$ cat config.mk
export PLATFORM = sky130hd
export DESIGN_NAME = line_rasterizer_thick
export DESIGN_NICKNAME = d
export VERILOG_FILES = /design/src/lrt_pkg.sv /design/src/line_rasterizer_thick.sv
export SDC_FILE = /design/constraint.sdc
export NUM_CORES = 1
export LEC_CHECK = 0
export BUFFER_PORTS_ARGS = -buffer_cell sky130_fd_sc_hd__clkbuf_2
export CAP_MARGIN = 20
export CORE_MARGIN = 2
export CORE_UTILIZATION = 60
export DETAILED_ROUTE_END_ITERATION = 10
export HOLD_SLACK_MARGIN = 0.1
export PLACE_DENSITY = 0.79
export SLEW_MARGIN = 10
export SYNTH_ARGS = -nofsm -noshare
export SYNTH_HDL_FRONTEND = slang
export SYNTH_SLANG_ARGS = --single-unit
$ cat constraint.sdc
create_clock -name clk -period 15.91 [get_ports clk]
set_input_delay 0.7955 -clock clk [delete_from_list [all_inputs] [get_ports clk]]
set_output_delay 0.7955 -clock clk [all_outputs]
set_load 0.01 [all_outputs]
$ cat src/lrt_pkg.sv
// shared types, register codes and helpers for the thick line rasterizer
package lrt_pkg;

  localparam int MAX_DIM   = 1024;
  localparam int MAX_THICK = 16;

  localparam int COORD_W = 11;
  localparam int IN_W    = 10;
  localparam int THICK_W = 5;
  localparam int ERR_W   = 13;
  localparam int INDEX_W = 21;
  localparam int COLOR_W = 24;
  localparam int CFG_IDX_W  = 3;
  localparam int CFG_DATA_W = 11;

  localparam logic OP_START = 1'b0;
  localparam logic OP_STEP  = 1'b1;

  localparam logic [CFG_IDX_W-1:0] REG_WIDTH  = 3'd0;
  localparam logic [CFG_IDX_W-1:0] REG_HEIGHT = 3'd1;
  localparam logic [CFG_IDX_W-1:0] REG_RED    = 3'd2;
  localparam logic [CFG_IDX_W-1:0] REG_GREEN  = 3'd3;
  localparam logic [CFG_IDX_W-1:0] REG_BLUE   = 3'd4;

  localparam logic [COORD_W-1:0] WIDTH_RESET  = 11'd640;
  localparam logic [COORD_W-1:0] HEIGHT_RESET = 11'd480;
  localparam logic [7:0]         COLOR_RESET  = 8'd255;

  typedef struct packed {
    logic               pix;
    logic [COORD_W-1:0] x;
    logic [COORD_W-1:0] y;
    logic               last;
  } pix_t;

  function automatic logic [COORD_W-1:0] clamp_coord(input logic [IN_W-1:0] v);
    logic [COORD_W-1:0] r;
    if (int'(v) >= MAX_DIM) begin
      r = COORD_W'(MAX_DIM - 1);
    end else begin
      r = COORD_W'(v);
    end
    return r;
  endfunction

  function automatic logic [THICK_W-1:0] extra_passes(input logic [THICK_W-1:0] th);
    logic [THICK_W-1:0] r;
    if (th == '0) begin
      r = '0;
    end else if (int'(th) > MAX_THICK) begin
      r = THICK_W'(MAX_THICK - 1);
    end else begin
      r = th - 1'b1;
    end
    return r;
  endfunction

  function automatic logic [COORD_W-1:0] abs_diff(input logic [COORD_W-1:0] a,
                                                   input logic [COORD_W-1:0] b);
    logic [COORD_W-1:0] r;
    if (a > b) begin
      r = a - b;
    end else begin
      r = b - a;
    end
    return r;
  endfunction

endpackage

$ cat src/line_rasterizer_thick.sv
// top level of the thick line rasterizer: line stepping, pixel index and color
// a transfer accepted into the s1 stage is registered again into the result register
// throughput: one item per cycle, held back only while the result register waits
// the stepping state and the result pipe stall together on result_ready
// reset: synchronous, clears the line state and the pipe, frame 640x480, color white
module line_rasterizer_thick
  import lrt_pkg::*;
(
  input  logic                  clk,
  input  logic                  rst,
  input  logic                  cfg_valid,
  output logic                  cfg_ready,
  input  logic [CFG_IDX_W-1:0]  cfg_index,
  input  logic [CFG_DATA_W-1:0] cfg_data,
  input  logic                  item_valid,
  output logic                  item_ready,
  input  logic                  operation,
  input  logic [IN_W-1:0]       start_x,
  input  logic [IN_W-1:0]       start_y,
  input  logic [IN_W-1:0]       end_x,
  input  logic [IN_W-1:0]       end_y,
  input  logic [THICK_W-1:0]    line_thickness,
  output logic                  result_valid,
  input  logic                  result_ready,
  output logic                  pixel_valid,
  output logic [COORD_W-1:0]    pixel_x,
  output logic [COORD_W-1:0]    pixel_y,
  output logic [INDEX_W-1:0]    pixel_index,
  output logic                  on_screen,
  output logic [COLOR_W-1:0]    pixel_color,
  output logic                  last_pixel
);

  logic [COORD_W-1:0] image_width, image_height;
  logic [7:0]         draw_red, draw_green, draw_blue;

  logic                line_active, steep_flag, minor_dir_down;
  logic [COORD_W-1:0]  major_pos, major_end, minor_pos, delta_major, delta_minor;
  logic signed [ERR_W-1:0] error_term;
  logic [THICK_W-1:0]  passes_left;
  logic [COORD_W-1:0]  origin_major, origin_minor;

  logic                line_active_next, steep_flag_next, minor_dir_down_next;
  logic [COORD_W-1:0]  major_pos_next, major_end_next, minor_pos_next;
  logic [COORD_W-1:0]  delta_major_next, delta_minor_next;
  logic signed [ERR_W-1:0] error_term_next;
  logic [THICK_W-1:0]  passes_left_next;
  logic [COORD_W-1:0]  origin_major_next, origin_minor_next;

  logic s1_valid;
  pix_t s1, s1_next;

  logic advance_pipe, item_xfer;

  logic [COORD_W-1:0] x0, y0, x1, y1, dx, dy, a0, b0, a1, b1;
  logic               steep;
  logic signed [ERR_W-1:0] err_sum;
  logic [2*COORD_W-1:0] prod;
  logic [2*COORD_W-1:0] lin;

  assign cfg_ready    = 1'b1;
  assign advance_pipe = !result_valid || result_ready;
  assign item_ready   = advance_pipe;
  assign item_xfer    = item_valid && item_ready;

  always_ff @(posedge clk) begin
    if (rst) begin
      image_width  <= WIDTH_RESET;
      image_height <= HEIGHT_RESET;
      draw_red     <= COLOR_RESET;
      draw_green   <= COLOR_RESET;
      draw_blue    <= COLOR_RESET;
    end else if (cfg_valid) begin
      case (cfg_index)
        REG_WIDTH:  image_width  <= cfg_data;
        REG_HEIGHT: image_height <= cfg_data;
        REG_RED:    draw_red     <= cfg_data[7:0];
        REG_GREEN:  draw_green   <= cfg_data[7:0];
        REG_BLUE:   draw_blue    <= cfg_data[7:0];
        default: begin
        end
      endcase
    end
  end

  always_comb begin
    x0 = clamp_coord(start_x);
    y0 = clamp_coord(start_y);
    x1 = clamp_coord(end_x);
    y1 = clamp_coord(end_y);
    dx = abs_diff(x0, x1);
    dy = abs_diff(y0, y1);
    steep = dy > dx;
    a0 = steep ? y0 : x0;
    b0 = steep ? x0 : y0;
    a1 = steep ? y1 : x1;
    b1 = steep ? x1 : y1;
    if (a1 < a0) begin
      a0 = steep ? y1 : x1;
      b0 = steep ? x1 : y1;
      a1 = steep ? y0 : x0;
      b1 = steep ? x0 : y0;
    end

    line_active_next    = line_active;
    steep_flag_next     = steep_flag;
    minor_dir_down_next = minor_dir_down;
    major_pos_next      = major_pos;
    major_end_next      = major_end;
    minor_pos_next      = minor_pos;
    delta_major_next    = delta_major;
    delta_minor_next    = delta_minor;
    error_term_next     = error_term;
    passes_left_next    = passes_left;
    origin_major_next   = origin_major;
    origin_minor_next   = origin_minor;

    // new line: load state before the first pixel
    if (operation == OP_START) begin
      line_active_next    = 1'b1;
      steep_flag_next     = steep;
      delta_major_next    = a1 - a0;
      delta_minor_next    = abs_diff(b0, b1);
      minor_dir_down_next = !(b0 < b1);
      origin_major_next   = a0;
      origin_minor_next   = b0;
      major_end_next      = a1;
      passes_left_next    = extra_passes(line_thickness);
      major_pos_next      = a0;
      minor_pos_next      = b0;
      error_term_next     = -$signed({2'b00, a1 - a0});
    end

    s1_next.pix  = line_active_next;
    s1_next.x    = '0;
    s1_next.y    = '0;
    s1_next.last = 1'b0;
    err_sum      = error_term_next + $signed({1'b0, delta_minor_next, 1'b0});

    if (line_active_next) begin
      s1_next.x    = steep_flag_next ? minor_pos_next : major_pos_next;
      s1_next.y    = steep_flag_next ? major_pos_next : minor_pos_next;
      s1_next.last = (major_pos_next == major_end_next) && (passes_left_next == '0);

      if (major_pos_next == major_end_next) begin
        if (passes_left_next != '0) begin
          passes_left_next  = passes_left_next - 1'b1;
          origin_major_next = origin_major_next + 1'b1;
          origin_minor_next = origin_minor_next + 1'b1;
          major_end_next    = major_end_next + 1'b1;
          major_pos_next    = origin_major_next;
          minor_pos_next    = origin_minor_next;
          error_term_next   = -$signed({2'b00, delta_major_next});
        end else begin
          line_active_next = 1'b0;
        end
      end else begin
        major_pos_next  = major_pos_next + 1'b1;
        error_term_next = err_sum;
        if (err_sum >= 0) begin
          minor_pos_next  = minor_dir_down_next ? minor_pos_next - 1'b1
                                                : minor_pos_next + 1'b1;
          error_term_next = err_sum - $signed({1'b0, delta_major_next, 1'b0});
        end
      end
    end
  end

  always_ff @(posedge clk) begin
    if (rst) begin
      line_active    <= 1'b0;
      steep_flag     <= 1'b0;
      minor_dir_down <= 1'b0;
      major_pos      <= '0;
      major_end      <= '0;
      minor_pos      <= '0;
      delta_major    <= '0;
      delta_minor    <= '0;
      error_term     <= '0;
      passes_left    <= '0;
      origin_major   <= '0;
      origin_minor   <= '0;
    end else if (item_xfer) begin
      line_active    <= line_active_next;
      steep_flag     <= steep_flag_next;
      minor_dir_down <= minor_dir_down_next;
      major_pos      <= major_pos_next;
      major_end      <= major_end_next;
      minor_pos      <= minor_pos_next;
      delta_major    <= delta_major_next;
      delta_minor    <= delta_minor_next;
      error_term     <= error_term_next;
      passes_left    <= passes_left_next;
      origin_major   <= origin_major_next;
      origin_minor   <= origin_minor_next;
    end
  end

  always_ff @(posedge clk) begin
    if (rst) begin
      s1_valid     <= 1'b0;
      result_valid <= 1'b0;
    end else if (advance_pipe) begin
      s1_valid     <= item_xfer;
      result_valid <= s1_valid;
    end
  end

  always_ff @(posedge clk) begin
    if (advance_pipe && item_xfer) begin
      s1 <= s1_next;
    end
  end

  assign prod = {{COORD_W{1'b0}}, s1.y} * {{COORD_W{1'b0}}, image_width};
  assign lin  = prod + {{COORD_W{1'b0}}, s1.x};

  always_ff @(posedge clk) begin
    if (advance_pipe && s1_valid) begin
      pixel_valid <= s1.pix;
      pixel_x     <= s1.x;
      pixel_y     <= s1.y;
      pixel_index <= s1.pix ? lin[INDEX_W-1:0] : '0;
      on_screen   <= s1.pix && (s1.x < image_width) && (s1.y < image_height);
      pixel_color <= s1.pix ? {draw_red, draw_green, draw_blue} : '0;
      last_pixel  <= s1.last;
    end
  end

endmodule

==> results.sh <==
export IMPL_cts_tree="done"
export IMPL_via_count=21800
export IMPL_cp_slowest_cell="o41a_1"
export IMPL_clock_skew_final_ns=0.0254
export IMPL_post_cts_buffers=0
export IMPL_relSlewSlack_pct=19.7
export IMPL_io_buffers=136
export IMPL_drive_gt1_share_pct=9.54
export IMPL_yosys_register_bits=239
export IMPL_pre_cts_slack_ns=1.49
export IMPL_path_common_cell="o21ai_0"
export IMPL_crit_arrival_ns=14.61
export IMPL_hold_violations=0
export IMPL_instances_no_fill=3496
export IMPL_synth_flop_cell="dfxtp_1"
export IMPL_grt_usage_pct=37.0
export IMPL_synth_edf_count=94
export IMPL_drt_total_wl_um=75600
export IMPL_crit_type="primary input to flip-flop"
export IMPL_max_freq_mhz=70.6
export IMPL_wire_per_inst_um=21.6
export IMPL_hpwl_um=58300
export IMPL_end_kind="flip-flop"
export IMPL_numCtsBuffers=28
export IMPL_cap_violations=0
export IMPL_whs_ns=0.449
export IMPL_place_inst=3443
export IMPL_first_pass_iters=8
export IMPL_nNetsFinal=3317
export IMPL_ant_nets=0
export IMPL_tightest_slew_ns=1.17
export IMPL_worstPathRequired_ns=16.35
export IMPL_nFillCells=3227
export IMPL_cts_clk_slew_worst_paths_ns=0.06
export IMPL_pin_count=138
export IMPL_post_cts_resized=0
export IMPL_h_tree_depth=1
export IMPL_drc=0
export IMPL_synthArstFlopShare_pct=0
export IMPL_cp_start_kind="primary input"
export IMPL_hold_class="flip-flop to flip-flop"
export IMPL_rsz0062_at_grt="false"
export IMPL_root_buffer="clkbuf_16"
export IMPL_grt_pass1_wl_um=118000
export IMPL_fin_crit_sh_pct=89.1
export IMPL_drt_initial_drc_count=2087
export IMPL_yosysUniqueCellTypes=110
export IMPL_seq_area_frac_synth_pct=24.5
export IMPL_clockBufferDepth=3
export IMPL_antenna_found_initial=1
export IMPL_synthCells=2913
export IMPL_clk_insertion_delay_late_ns=0.57
export IMPL_min_period_ns=14.17
export IMPL_syn_num_nets=3275
export IMPL_maxSlewViolCount=0
export IMPL_vias_per_cell=6.24
export IMPL_die_x_um=201
export IMPL_mostFrequentLayoutCell="nand2_1"
export IMPL_status="completed"
export IMPL_core_area_um2=38600
export IMPL_gr_total_overflow=0
export IMPL_totalNegativeSetupSlack_ns=0
export IMPL_row_count=72
export IMPL_postCtsHoldBufs=0
export IMPL_final_cell_mix="406 x nand2_1, 296 x inv_1, 226 x a21oi_1"
export IMPL_worstPathMaxFanout=46
export IMPL_grt_pass1_vias=21600
export IMPL_die_area_um2=40600
export IMPL_yosys_warnings=0
export IMPL_syn_to_final_growth_pct=8.12
export IMPL_die_h_um=201
export IMPL_gp_congestion=1.05
export IMPL_syn_area_um2=23400
export IMPL_initial_utilization_pct=60.6
export IMPL_setup_violations=0
export IMPL_slowest_delay_ns=0.51
export IMPL_grt_max_degree=79
export IMPL_syn_area_per_cell_um2=8.02
export IMPL_finalWorstSetupSlack_ns=1.74
export IMPL_clock_sinks=239
synthesized netlist by cell type (41+ instances only):
library cell	count	area [um^2]
nand2_1	407	1530
inv_1	298	1120
a21oi_1	226	1130
nor2_1	203	762
ha_1	198	2480
o21ai_0	148	741
dfxtp_1	145	2900
clkbuf_1	113	424
and2_1	112	701
fa_1	99	1980
edfxtp_1	94	2820
nand3_1	86	430
xnor2_1	84	736
mux2i_1	76	761
a211oi_1	52	390
xor2_1	44	385
nor3_1	41	205
cell families after synthesis:
family,Yosys count,share of synthesized area (%)
mux,100,4.41
simple gates,1010,20.5
fa+ha+maj,299,19.2
other cells,1,0.0160
flops,239,24.5
xor+xnor,128,4.80
buf+inv,454,7.68
compound gates,682,18.9
per-layer routing:
metal | part of all wire [%] | vias to the layer above | GRT usage (%)
met3 | 8.9 | 320 | 6.79
met1 | 38 | 10200 | 45.1
met4 | 7.6 | 0 | 23.9
li1 | - | 10100 | -
met5 | 0 | - | 0
met2 | 45 | 1174 | 60.3
worst max-delay path, delay by kind of cell:
| family | cells | cell delay, ns |
|---|---|---|
| AOI/OAI and AO/OA | 29 | 6.32 |
| and+or+nand+nor | 10 | 2.51 |
| adders and majority gates | 5 | 1.79 |
| buffers and inverters | 6 | 1.55 |
| muxes | 4 | 1.44 |
| xor gates and xnor gates | 1 | 0.18 |
path summary, 6_finish.rpt:
kind / start / endpoint / slack, ns / depth (start not counted)
max: start_y[1] / error_term[5] / 1.74 / 55
min: origin_major[8] / origin_major[8] / 0.45 / 2
max reg2reg: s1[2] / pixel_index[19] / 9.27 / 26
min reg2reg: origin_major[8] / origin_major[8] / 0.45 / 2
registers in the layout (all words and copies together) (netlist names), 11 cells and up:
signal / count
origin_major: 11
major_pos: 11
major_end: 11
delta_minor: 11
pixel_y: 11
image_height: 11
pixel_x: 11
delta_major: 11
pixel_color: 24
pixel_index: 21
origin_minor: 11
error_term: 12
minor_pos: 11
s1: 24
image_width: 11
through the flow:
step           instance area (um^2)  utilization (%)
6_report                      25300             65.5
5_1_grt                       25300             65.5
4_1_cts                       25300             65.5
3_5_place_dp                  24300             63.0
3_3_place_gp                  24300             63.0
2_1_floorplan                 23400                -
cell type report:
class,count,area [um^2],share of cell area (%)
diodes,1,2.50,0.00990
clock inverters,18,224,0.886
well taps,518,648,2.56
multi-input cells,2220,15900,62.8
clock buffers,34,764,3.02
flip-flops and latches,239,5730,22.7
repair buffers,167,918,3.63
inverters,299,1120,4.44
Power is not shown: default switching activity piles up to over one toggle a cycle in this logic, so the estimate is an artifact.
